==> src/rtl/dlss_pkg.sv <==
// ----------------------------------------------------------------------------
// dlss_pkg
// Types, constants and the sequencer ROM for the disk logic state sequencer.
// ----------------------------------------------------------------------------
package dlss_pkg;

    localparam int TRACK_BITS_W      = 17;
    localparam int POSITION_BITS_DEF = 17;

    localparam logic [3:0] SEQ_RESET_STATE = 4'h2;
    localparam logic [2:0] READ_PHASE      = 3'd4;

    // weak-bit LCG
    localparam logic [31:0] LCG_SEED   = 32'hDEADBEEF;
    localparam logic [31:0] LCG_MUL    = 32'd1664525;
    localparam logic [31:0] LCG_ADD    = 32'd1013904223;
    localparam logic [31:0] WEAK_LIMIT = 32'h4CCCCCCC;
    localparam logic [63:0] LCG_SEED_PROD =
        64'(LCG_SEED) * 64'(LCG_MUL) + 64'(LCG_ADD);
    // first LCG output after reset, kept ready in the candidate register
    localparam logic [31:0] LCG_FIRST = LCG_SEED_PROD[31:0];

    // latch commands (ROM low nibble); other codes hold the latch
    localparam logic [3:0] CMD_CLEAR = 4'h0;
    localparam logic [3:0] CMD_SHL0  = 4'h9;
    localparam logic [3:0] CMD_SHR   = 4'hA;
    localparam logic [3:0] CMD_LOAD  = 4'hB;
    localparam logic [3:0] CMD_SHL1  = 4'hD;

    localparam logic [7:0] SEQ_ROM [256] = '{
        8'h18,8'h18,8'h18,8'h18,8'h0A,8'h0A,8'h0A,8'h0A,
        8'h18,8'h18,8'h18,8'h18,8'h18,8'h18,8'h18,8'h18,
        8'h2D,8'h2D,8'h38,8'h38,8'h0A,8'h0A,8'h0A,8'h0A,
        8'h28,8'h28,8'h28,8'h28,8'h28,8'h28,8'h28,8'h28,
        8'hD8,8'h38,8'h08,8'h28,8'h0A,8'h0A,8'h0A,8'h0A,
        8'h39,8'h39,8'h39,8'h39,8'h3B,8'h3B,8'h3B,8'h3B,
        8'hD8,8'h48,8'h48,8'h48,8'h0A,8'h0A,8'h0A,8'h0A,
        8'h48,8'h48,8'h48,8'h48,8'h48,8'h48,8'h48,8'h48,
        8'hD8,8'h58,8'hD8,8'h58,8'h0A,8'h0A,8'h0A,8'h0A,
        8'h58,8'h58,8'h58,8'h58,8'h58,8'h58,8'h58,8'h58,
        8'hD8,8'h68,8'hD8,8'h68,8'h0A,8'h0A,8'h0A,8'h0A,
        8'h68,8'h68,8'h68,8'h68,8'h68,8'h68,8'h68,8'h68,
        8'hD8,8'h78,8'hD8,8'h78,8'h0A,8'h0A,8'h0A,8'h0A,
        8'h78,8'h78,8'h78,8'h78,8'h78,8'h78,8'h78,8'h78,
        8'hD8,8'h88,8'hD8,8'h88,8'h0A,8'h0A,8'h0A,8'h0A,
        8'h08,8'h08,8'h88,8'h88,8'h08,8'h08,8'h88,8'h88,
        8'hD8,8'h98,8'hD8,8'h98,8'h0A,8'h0A,8'h0A,8'h0A,
        8'h98,8'h98,8'h98,8'h98,8'h98,8'h98,8'h98,8'h98,
        8'hD8,8'h29,8'hD8,8'hA8,8'h0A,8'h0A,8'h0A,8'h0A,
        8'hA8,8'hA8,8'hA8,8'hA8,8'hA8,8'hA8,8'hA8,8'hA8,
        8'hCD,8'hBD,8'hD8,8'hB8,8'h0A,8'h0A,8'h0A,8'h0A,
        8'hB9,8'hB9,8'hB9,8'hB9,8'hBB,8'hBB,8'hBB,8'hBB,
        8'hD9,8'h59,8'hD8,8'hC8,8'h0A,8'h0A,8'h0A,8'h0A,
        8'hC8,8'hC8,8'hC8,8'hC8,8'hC8,8'hC8,8'hC8,8'hC8,
        8'hD9,8'hD9,8'hD8,8'hA0,8'h0A,8'h0A,8'h0A,8'h0A,
        8'hD8,8'hD8,8'hD8,8'hD8,8'hD8,8'hD8,8'hD8,8'hD8,
        8'hD8,8'h08,8'hE8,8'hE8,8'h0A,8'h0A,8'h0A,8'h0A,
        8'hE8,8'hE8,8'hE8,8'hE8,8'hE8,8'hE8,8'hE8,8'hE8,
        8'hFD,8'hFD,8'hF8,8'hF8,8'h0A,8'h0A,8'h0A,8'h0A,
        8'hF8,8'hF8,8'hF8,8'hF8,8'hF8,8'hF8,8'hF8,8'hF8,
        8'hDD,8'h4D,8'hE0,8'hE0,8'h0A,8'h0A,8'h0A,8'h0A,
        8'h88,8'h88,8'h08,8'h08,8'h88,8'h88,8'h08,8'h08
    };

    typedef struct packed {
        logic                    motor_on;
        logic                    write_mode;
        logic                    load_mode;
        logic                    raw_bit;
        logic                    track_present;
        logic                    write_protected;
        logic [TRACK_BITS_W-1:0] track_bits;
        logic                    bus_write;
        logic [7:0]              bus_value;
        logic                    consume;
    } item_t;

    typedef struct packed {
        logic [7:0]              latch_value;
        logic                    byte_ready;
        logic                    nibble_valid;
        logic                    write_enable;
        logic                    write_bit;
        logic [TRACK_BITS_W-1:0] bit_position;
        logic [3:0]              sequencer_state;
    } result_t;

endpackage

==> src/rtl/disk_logic_state_sequencer.sv <==
// ----------------------------------------------------------------------------
// disk_logic_state_sequencer
// Requests are held in the input register, results in the result register.
// One request per cycle unless the result side stalls; all state updates in
// the single compute step, LCG multiply pre-computed one use ahead, reg to reg.
// Reset (async, rst_n low): state 2, phase 0, latch/bus/window/position 0,
// LCG seeded, both pipeline registers empty.
// ----------------------------------------------------------------------------
module disk_logic_state_sequencer
#(
    parameter int POSITION_BITS = dlss_pkg::POSITION_BITS_DEF
)
(
    input  logic              clk,
    input  logic              rst_n,
    input  logic              item_valid,
    output logic              item_ready,
    input  dlss_pkg::item_t   item,
    output logic              result_valid,
    input  logic              result_ready,
    output dlss_pkg::result_t result
);
    import dlss_pkg::*;

    // compare width: holds position + 1 and the full track length
    localparam int CMP_W = (POSITION_BITS + 1 > TRACK_BITS_W) ?
                           POSITION_BITS + 1 : TRACK_BITS_W;

    // ---------------- pipeline registers ----------------
    logic    s1_valid_reg;
    item_t   s1_item_reg;
    logic    out_valid_reg;
    result_t out_result_reg;

    // ---------------- sequencer state ----------------
    logic [3:0]               seq_state_reg,   seq_state_next;
    logic [2:0]               phase_reg,       phase_next;
    logic [7:0]               latch_reg,       latch_next;
    logic [7:0]               bus_byte_reg,    bus_byte_next;
    logic                     fresh_reg,       fresh_next;
    logic [3:0]               window_reg,      window_next;
    // next LCG output, computed one use ahead
    logic [31:0]              lcg_cand_reg,    lcg_cand_next;
    logic [POSITION_BITS-1:0] head_pos_reg,    head_pos_next;

    logic    out_free;
    logic    step_fire;
    result_t step_result;

    // result register frees when empty or being drained this cycle
    assign out_free   = !out_valid_reg || result_ready;
    assign step_fire  = s1_valid_reg && out_free;
    assign item_ready = !s1_valid_reg || out_free;

    assign result_valid = out_valid_reg;
    assign result       = out_result_reg;

    // ---------------- compute step ----------------
    logic                     motor;
    logic                     read_phase;
    logic [3:0]               win_shift;
    logic                     weak_hit;
    logic                     pulse;
    logic [7:0]               rom_idx;
    logic [7:0]               rom_entry;
    logic [7:0]               latch_step;
    logic                     old_msb;
    logic                     byte_rdy;
    logic                     fresh_step;
    logic                     nib_valid;
    logic                     wen;
    logic [CMP_W-1:0]         pos_inc;
    logic                     pos_wrap;
    logic [CMP_W-1:0]         pos_ext;

    always_comb
    begin
        motor      = s1_item_reg.motor_on;
        read_phase = (phase_reg == READ_PHASE);
        old_msb    = latch_reg[7];

        bus_byte_next = s1_item_reg.bus_write ? s1_item_reg.bus_value : bus_byte_reg;

        // head window: missing track reads as zero
        win_shift = {window_reg[2:0], s1_item_reg.track_present & s1_item_reg.raw_bit};
        weak_hit  = (lcg_cand_reg < WEAK_LIMIT);
        pulse     = read_phase && ((win_shift != 4'h0) ? win_shift[1] : weak_hit);

        rom_idx   = {seq_state_reg, s1_item_reg.write_mode, s1_item_reg.load_mode,
                     old_msb, ~pulse};
        rom_entry = SEQ_ROM[rom_idx];

        unique case (rom_entry[3:0])
            CMD_CLEAR: latch_step = 8'h00;
            CMD_SHL0:  latch_step = {latch_reg[6:0], 1'b0};
            CMD_SHL1:  latch_step = {latch_reg[6:0], 1'b1};
            CMD_SHR:   latch_step = {s1_item_reg.write_protected, latch_reg[7:1]};
            CMD_LOAD:  latch_step = bus_byte_next;
            default:   latch_step = latch_reg;
        endcase

        // position advance, wrapping at the track length
        pos_inc  = CMP_W'(head_pos_reg) + CMP_W'(1);
        pos_wrap = (pos_inc >= CMP_W'(s1_item_reg.track_bits));

        // defaults: motor off freezes the sequencer
        seq_state_next = seq_state_reg;
        phase_next     = phase_reg;
        latch_next     = latch_reg;
        window_next    = window_reg;
        lcg_cand_next  = lcg_cand_reg;
        head_pos_next  = head_pos_reg;
        byte_rdy       = 1'b0;
        wen            = 1'b0;

        if (motor)
        begin
            latch_next     = latch_step;
            seq_state_next = rom_entry[7:4];
            phase_next     = phase_reg + 3'd1;
            byte_rdy       = !s1_item_reg.load_mode && !s1_item_reg.write_mode &&
                             !old_msb && latch_step[7];
            if (read_phase)
            begin
                window_next = win_shift;
                if (win_shift == 4'h0)
                begin
                    lcg_cand_next = lcg_cand_reg * LCG_MUL + LCG_ADD;
                end
                wen = s1_item_reg.write_mode && s1_item_reg.track_present &&
                      !s1_item_reg.write_protected;
                if (s1_item_reg.track_bits != '0)
                begin
                    head_pos_next = pos_wrap ? '0 : pos_inc[POSITION_BITS-1:0];
                end
            end
        end

        fresh_step = fresh_reg | byte_rdy;
        nib_valid  = s1_item_reg.consume && fresh_step && latch_next[7];
        fresh_next = nib_valid ? 1'b0 : fresh_step;

        pos_ext = CMP_W'(head_pos_next);

        step_result.latch_value     = latch_next;
        step_result.byte_ready      = byte_rdy;
        step_result.nibble_valid    = nib_valid;
        step_result.write_enable    = wen;
        step_result.write_bit       = wen & latch_next[7];
        step_result.bit_position    = pos_ext[TRACK_BITS_W-1:0];
        step_result.sequencer_state = seq_state_next;
    end

    // ---------------- input register ----------------
    always_ff @(posedge clk or negedge rst_n)
    begin
        if (!rst_n)
        begin
            s1_valid_reg <= 1'b0;
        end
        else if (item_valid && item_ready)
        begin
            s1_valid_reg <= 1'b1;
        end
        else if (step_fire)
        begin
            s1_valid_reg <= 1'b0;
        end
    end

    always_ff @(posedge clk)
    begin
        if (item_valid && item_ready)
        begin
            s1_item_reg <= item;
        end
    end

    // ---------------- state and result registers ----------------
    always_ff @(posedge clk or negedge rst_n)
    begin
        if (!rst_n)
        begin
            seq_state_reg <= SEQ_RESET_STATE;
            phase_reg     <= 3'd0;
            latch_reg     <= 8'h00;
            bus_byte_reg  <= 8'h00;
            fresh_reg     <= 1'b0;
            window_reg    <= 4'h0;
            lcg_cand_reg  <= LCG_FIRST;
            head_pos_reg  <= '0;
            out_valid_reg <= 1'b0;
        end
        else
        begin
            if (step_fire)
            begin
                seq_state_reg <= seq_state_next;
                phase_reg     <= phase_next;
                latch_reg     <= latch_next;
                bus_byte_reg  <= bus_byte_next;
                fresh_reg     <= fresh_next;
                window_reg    <= window_next;
                lcg_cand_reg  <= lcg_cand_next;
                head_pos_reg  <= head_pos_next;
                out_valid_reg <= 1'b1;
            end
            else if (result_ready)
            begin
                out_valid_reg <= 1'b0;
            end
        end
    end

    always_ff @(posedge clk)
    begin
        if (step_fire)
        begin
            out_result_reg <= step_result;
        end
    end

`ifndef NO_ASSERTIONS
    // a stalled input register keeps its request
    a_s1_hold: assert property (@(posedge clk) disable iff (!rst_n)
        s1_valid_reg && !out_free |=> s1_valid_reg)
        else $error("input register dropped a stalled request");

    // phase counts only on motor-on steps
    a_phase_adv: assert property (@(posedge clk) disable iff (!rst_n)
        step_fire && s1_item_reg.motor_on |=> phase_reg == 3'($past(phase_reg) + 3'd1))
        else $error("clock phase did not advance");

    a_phase_hold: assert property (@(posedge clk) disable iff (!rst_n)
        !(step_fire && s1_item_reg.motor_on) |=> $stable(phase_reg))
        else $error("clock phase moved without a motor-on step");

    a_wbit: assert property (@(posedge clk) disable iff (!rst_n)
        out_valid_reg && !out_result_reg.write_enable |-> !out_result_reg.write_bit)
        else $error("write bit set without write enable");

    a_ready_msb: assert property (@(posedge clk) disable iff (!rst_n)
        out_valid_reg && (out_result_reg.byte_ready || out_result_reg.nibble_valid)
        |-> out_result_reg.latch_value[7])
        else $error("byte ready or nibble valid with latch MSB clear");
`endif

endmodule

==> config.mk <==
export PLATFORM = sky130hd
export DESIGN_NAME = disk_logic_state_sequencer
export DESIGN_NICKNAME = d
export VERILOG_FILES = /design/src/rtl/dlss_pkg.sv /design/src/rtl/disk_logic_state_sequencer.sv
export SDC_FILE = /design/constraint.sdc
export NUM_CORES = 1
export LEC_CHECK = 0
export BUFFER_PORTS_ARGS = -buffer_cell sky130_fd_sc_hd__buf_2
export CORE_MARGIN = 2
export CORE_UTILIZATION = 60
export CTS_CLUSTER_SIZE = 10
export DETAILED_ROUTE_END_ITERATION = 16
export PLACE_DENSITY = 0.78
export SYNTH_ARGS = -nofsm -noshare
export SYNTH_HDL_FRONTEND = slang
export SYNTH_SLANG_ARGS = --single-unit
==> constraint.sdc <==
create_clock -name clk -period 6.4 [get_ports clk]
set_input_delay 0.32 -clock clk [delete_from_list [all_inputs] [get_ports clk]]
set_output_delay 0.32 -clock clk [all_outputs]
set_load 0.01 [all_outputs]
Word level (Yosys, flattened, before mapping) --
Memories as Yosys holds them, arrays and structs flattened. Cells that the tools add are included.
Storage, ports and cells: ROM bits 2048, register bits after elaboration 144, memories kept 1, output and inout port bits 35, input bits 37
Operators by class: multiply operators 1, bitwise logic cells 5, add/subtract/negate cells 3, equality and inequality tests 5, reduce and logical (&&, ||, !) cells 27, magnitude comparators 3, muxes and demuxes 19
Memories:
- (no name shown) | words 256, bits a word 8, rd ports 1, clocked after Yosys merged registers in 0, write ports 0, RTL line disk_logic_state_sequencer.sv:91 | rom_entry = SEQ_ROM[rom_idx];
Operators with widths (count):
- $mux W17 | 4
- $pmux W8 S5 | 1
- $add A32 B30 Y32 const B | 1
- $lt A32 B31 Y1 const B | 1
- $mul A32 B21 Y32 const B | 1
- $mux W8 | 4
- $add A17 B1 Y18 const B | 1
- $ge A18 B17 Y1 | 1
- $reduce_bool A17 Y1 | 1
- $eq A4 B4 Y1 const B | 4
- $logic_and A1 B1 Y1 | 10
- $ge A9 B9 Y1 const B | 1
- $mux W1 | 9
- $not A8 Y9 | 1
- $logic_not A4 Y1 | 2
- $logic_not A1 Y1 | 6
- $mux W4 | 1
- $reduce_and A4 Y1 | 1
- $reduce_bool A2 Y1 | 2
- $reduce_bool A4 Y1 | 1
- $add A3 B1 Y3 const B | 1
- $eq A3 B3 Y1 const B | 1
- $reduce_and A3 Y1 | 1
- $and A1 B1 Y1 | 2
- other kinds (4) | 5

Logic depth before layout (Yosys ltp) --
depth in word-level cells 17, mapped depth 23, mapped depth without buffers 23

Worst setup path after synthesis --
No wires, ideal clock.
path kind register -> register, start register lcg_cand_reg[1], end register lcg_cand_reg[29], library setup time 0.090 ns, path buffers 0, cell stages (with the launch flop) 21, clock period less this slack 5.913 ns, arrival time 5.823 ns, slack 0.487 ns, path through dfstp_2 -> inv_1 -> ha_1 -> fa_1 -> fa_1 -> fa_1 -> fa_1 -> inv_1 -> fa_1 -> inv_1 -> fa_1 -> inv_1 -> ha_1 -> and3_1 -> and3_1 -> a22o_1 -> nor3_1 -> a21oi_1 -> a211oi_1 -> xor2_1 -> o21ai_0
On the way: cells in the longest elaborated chain, start to end 2
RTL lines:
- start, declared | RTL line disk_logic_state_sequencer.sv:43 | logic [31:0] lcg_cand_reg, lcg_cand_next;
- start signal, assigned | RTL line disk_logic_state_sequencer.sv:204 | lcg_cand_reg <= lcg_cand_next;
- $mul A32 B21 Y32 | RTL line disk_logic_state_sequencer.sv:128 | lcg_cand_next = lcg_cand_reg * LCG_MUL + LCG_ADD;
- $add A32 B30 Y32 | RTL line disk_logic_state_sequencer.sv:128
No other way between the ends. A chain may end at the register's enable or synchronous reset.

Worst setup path after layout --
start register lcg_cand_reg[1], end register lcg_cand_reg[31]
The elaborated chain is that of the path after synthesis.

==> flow_metrics.tcl <==
set metrics [dict create \
    status "finished, final reports clean" \
    synthMuxAreaShare_pct 3.683 \
    cts_buffer_depth 2 \
    syn_avg_cell_area_um2 10.24 \
    critPathRequiredTime_ns 6.69 \
    area_growth_syn_to_layout_pct 9.438 \
    numCtsBuffers 17 \
    dp_cells 1752 \
    vias_per_cell 5.586 \
    min_from "item[11]" \
    synth_area_um2 14200 \
    cts-root-buf "clkbuf_16" \
    clkSlewWorstSetupHoldPaths_ns 0.07 \
    layout-drive-gt1-share_pct 13.35 \
    fin_worst_skew_ns 0.009566 \
    drt_iter0_drc 613 \
    synth_top_area_share_pct 19.60 \
    cts_tree "built" \
    synthTopCellsByCount "inv_1 (302), ha_1 (186), fa_1 (139)" \
    core_um2 23330 \
    synth_xor_area_share_pct 4.133 \
    track_usage_pct 27.10 \
    hold_end "s1_item_reg[11]" \
    placed_cell_area_um2 14880 \
    largest_reg_flops 33 \
    worst-setup-path-type "register to register" \
    drt-total-wl_um 31600 \
    slew_headroom_pct 31.66 \
    clock_sinks 144 \
    drt-wirelength-per-cell_um 17.68 \
    fin_crit_sh_pct 96.57 \
    synth_edf_count 66 \
    yosys.area_share.simple_pct 8.786 \
    grt_max_degree 74 \
    min_period_ns 6.180 \
    drc 0 \
    grt_pass1_vias 10263 \
    clk_latency_ns 0.44 \
    grt-ovfl-total 0 \
    synthArstFlopShare_pct 54.17 \
    diodes 0 \
    cp.arrival_ns 6.47 \
    rows 56 \
    hold_viol_final 0 \
    worstSetupEndpointType "register" \
    first_pass_iters 5 \
    syn_nets 1748 \
    cp-start-kind "register" \
    rrSetupSlack_ns 0.22 \
    yosys.cell_count.top_type "inv_1" \
    synth_top_family_by_area "adder cells" \
    ff2ff_path_depth 21 \
    yosysWarnings 0 \
    grt_pass1_wl_um 51720 \
    tightest_slew_ns 1.025 \
    syn_inst 1386 \
    critPathMaxFanout 5 \
    dieArea_um2 24910 \
    die_w_um 157.8 \
    grt_antenna_before_repair 0 \
    synth_top_area_cell "fa_1" \
    yosys-top-cells-area "fa_1 (20%), ha_1 (16%), edfxtp_1 (14%)" \
    top_level_ports 72 \
    ys_seq_area_share_pct 27.87 \
    cap_violations 0 \
    place_congestion 0.9279 \
    htreeDepth 4 \
    final_cell_area_um2 15540 \
    io_buffers 71 \
    initial_core_util_pct 60.85 \
    slew_viol_final 0 \
    synth_cell_types 76 \
    final_antenna_net_count 0 \
    stdcell_count 1787 \
    r2r_start "lcg_cand_reg[1]" \
    utilization_pct 66.60 \
    synthAdderAreaFrac_pct 35.99 \
    ys.flop_type "edfxtp_1" \
    setup.worst_path.start "lcg_cand_reg[1]" \
    r2r-end "lcg_cand_reg[31]" \
    finalSetupViolCount 0 \
    synth_compound_area_share_pct 10.21 \
    hold_path_depth 1 \
    min_path_type "input port to register" \
    hpwl_um 25270 \
    die_h_um 157.8 \
    fmax_ghz 0.1618 \
    vias 9982 \
    yosys_register_bits 144 \
    layout.nets 1817 \
]
[placed cells by master (no fill, tap or decap), types with 19 or more instances in the layout]
| cell | synthesis | routed |
|---|---|---|
| buf_2 | 2 | 70 |
| ha_1 | 186 | 183 |
| inv_1 | 302 | 302 |
| xnor2_1 | 41 | 41 |
| dfrtp_1 | 59 | 58 |
| fa_1 | 139 | 139 |
| dfstp_2 | 19 | 19 |
| nor2_1 | 35 | 35 |
| o21ai_0 | 50 | 49 |
| nand2_1 | 101 | 100 |
| mux2_2 | 33 | 33 |
| xor2_1 | 26 | 26 |
| a21oi_1 | 43 | 43 |
| edfxtp_1 | 66 | 66 |
[stage by stage]
stage | worst slack (ns) | hold WS, ns | setup TNS, ns
global placement | 0.2728 | 0.1365 | 0
detailed placement | 0.1931 | 0.1378 | 0
floorplan | 0.4872 | 0.02441 | 0
finish | 0.2197 | 0.05283 | 0
CTS | 0.1599 | 0.03913 | 0
global route | -0.02878 | 0.04474 | -0.03808
[layer usage]
metal	global-route usage (%)	part of all wire, %	vias up
li1	-	-	4733
met1	37.06	44	4882
met2	44.29	49	309
met3	4.599	5.3	58
met4	8.658	2.4	0
met5	0	0	-
[worst max-delay path by stage]
stage | end | slack (ns) | cells after the start
floorplan | lcg_cand_reg[29] | 0.49 | 20
global placement | lcg_cand_reg[29] | 0.27 | 22
detailed placement | lcg_cand_reg[29] | 0.19 | 22
CTS | lcg_cand_reg[29] | 0.16 | 22
global route | lcg_cand_reg[31] | -0.03 | 21
finish | lcg_cand_reg[31] | 0.22 | 21
[critical path, stage by stage (launching register included)]
cell and delay [ns]:
dfstp_2 0.53, inv_1 0.08, ha_1 0.33, xor2_1 0.27, xnor2_1 0.15, fa_1 0.55
inv_1 0.06, fa_1 0.53, inv_1 0.06, fa_1 0.50, fa_1 0.62, inv_1 0.08
fa_1 0.49, ha_1 0.38, and4_1 0.31, nand4_1 0.12, nor4_1 0.19, a21oi_1 0.14
a21oi_1 0.28, o22ai_1 0.14, xnor2_1 0.16, o21ai_0 0.08
[cell type report]
| cell class | instances | area (um2) |
|---|---|---|
| Clock buffer | 17 | 425.4 |
| Fill cell | 1817 | 7794 |
| Clock inverter | 15 | 152.6 |
| Multi-Input combinational cell | 901 | 8981 |
| Inverter | 304 | 1141 |
| Tap cell | 319 | 399.1 |
| Timing Repair Buffer | 87 | 480.5 |
| Sequential cell | 144 | 3959 |
[kinds of logic after synthesis]
| logic type | after synthesis |
|---|---|
| AO/OA/AOI/OAI | 212 |
| AND/OR/NAND/NOR | 249 |
| multiplexers | 48 |
| XOR/XNOR | 67 |
| buffers and inverters | 341 |
| flip-flops | 144 |
| adder cells (fa/ha/maj) | 325 |
[timing repair]
| action | in CTS | in global routing |
|---|---|---|
| hold buffers | 1 | 0 |
| buffers inserted | 0 | 2 |
| gates resized for setup | 0 | 11 |
| endpoints found under the setup margin | 0 | 4 |
| endpoints found under the hold margin | 5 | 0 |
Power is left out: the tool's default activity adds up to more than one toggle a clock period on the data nets, which glitch-free logic cannot reach.
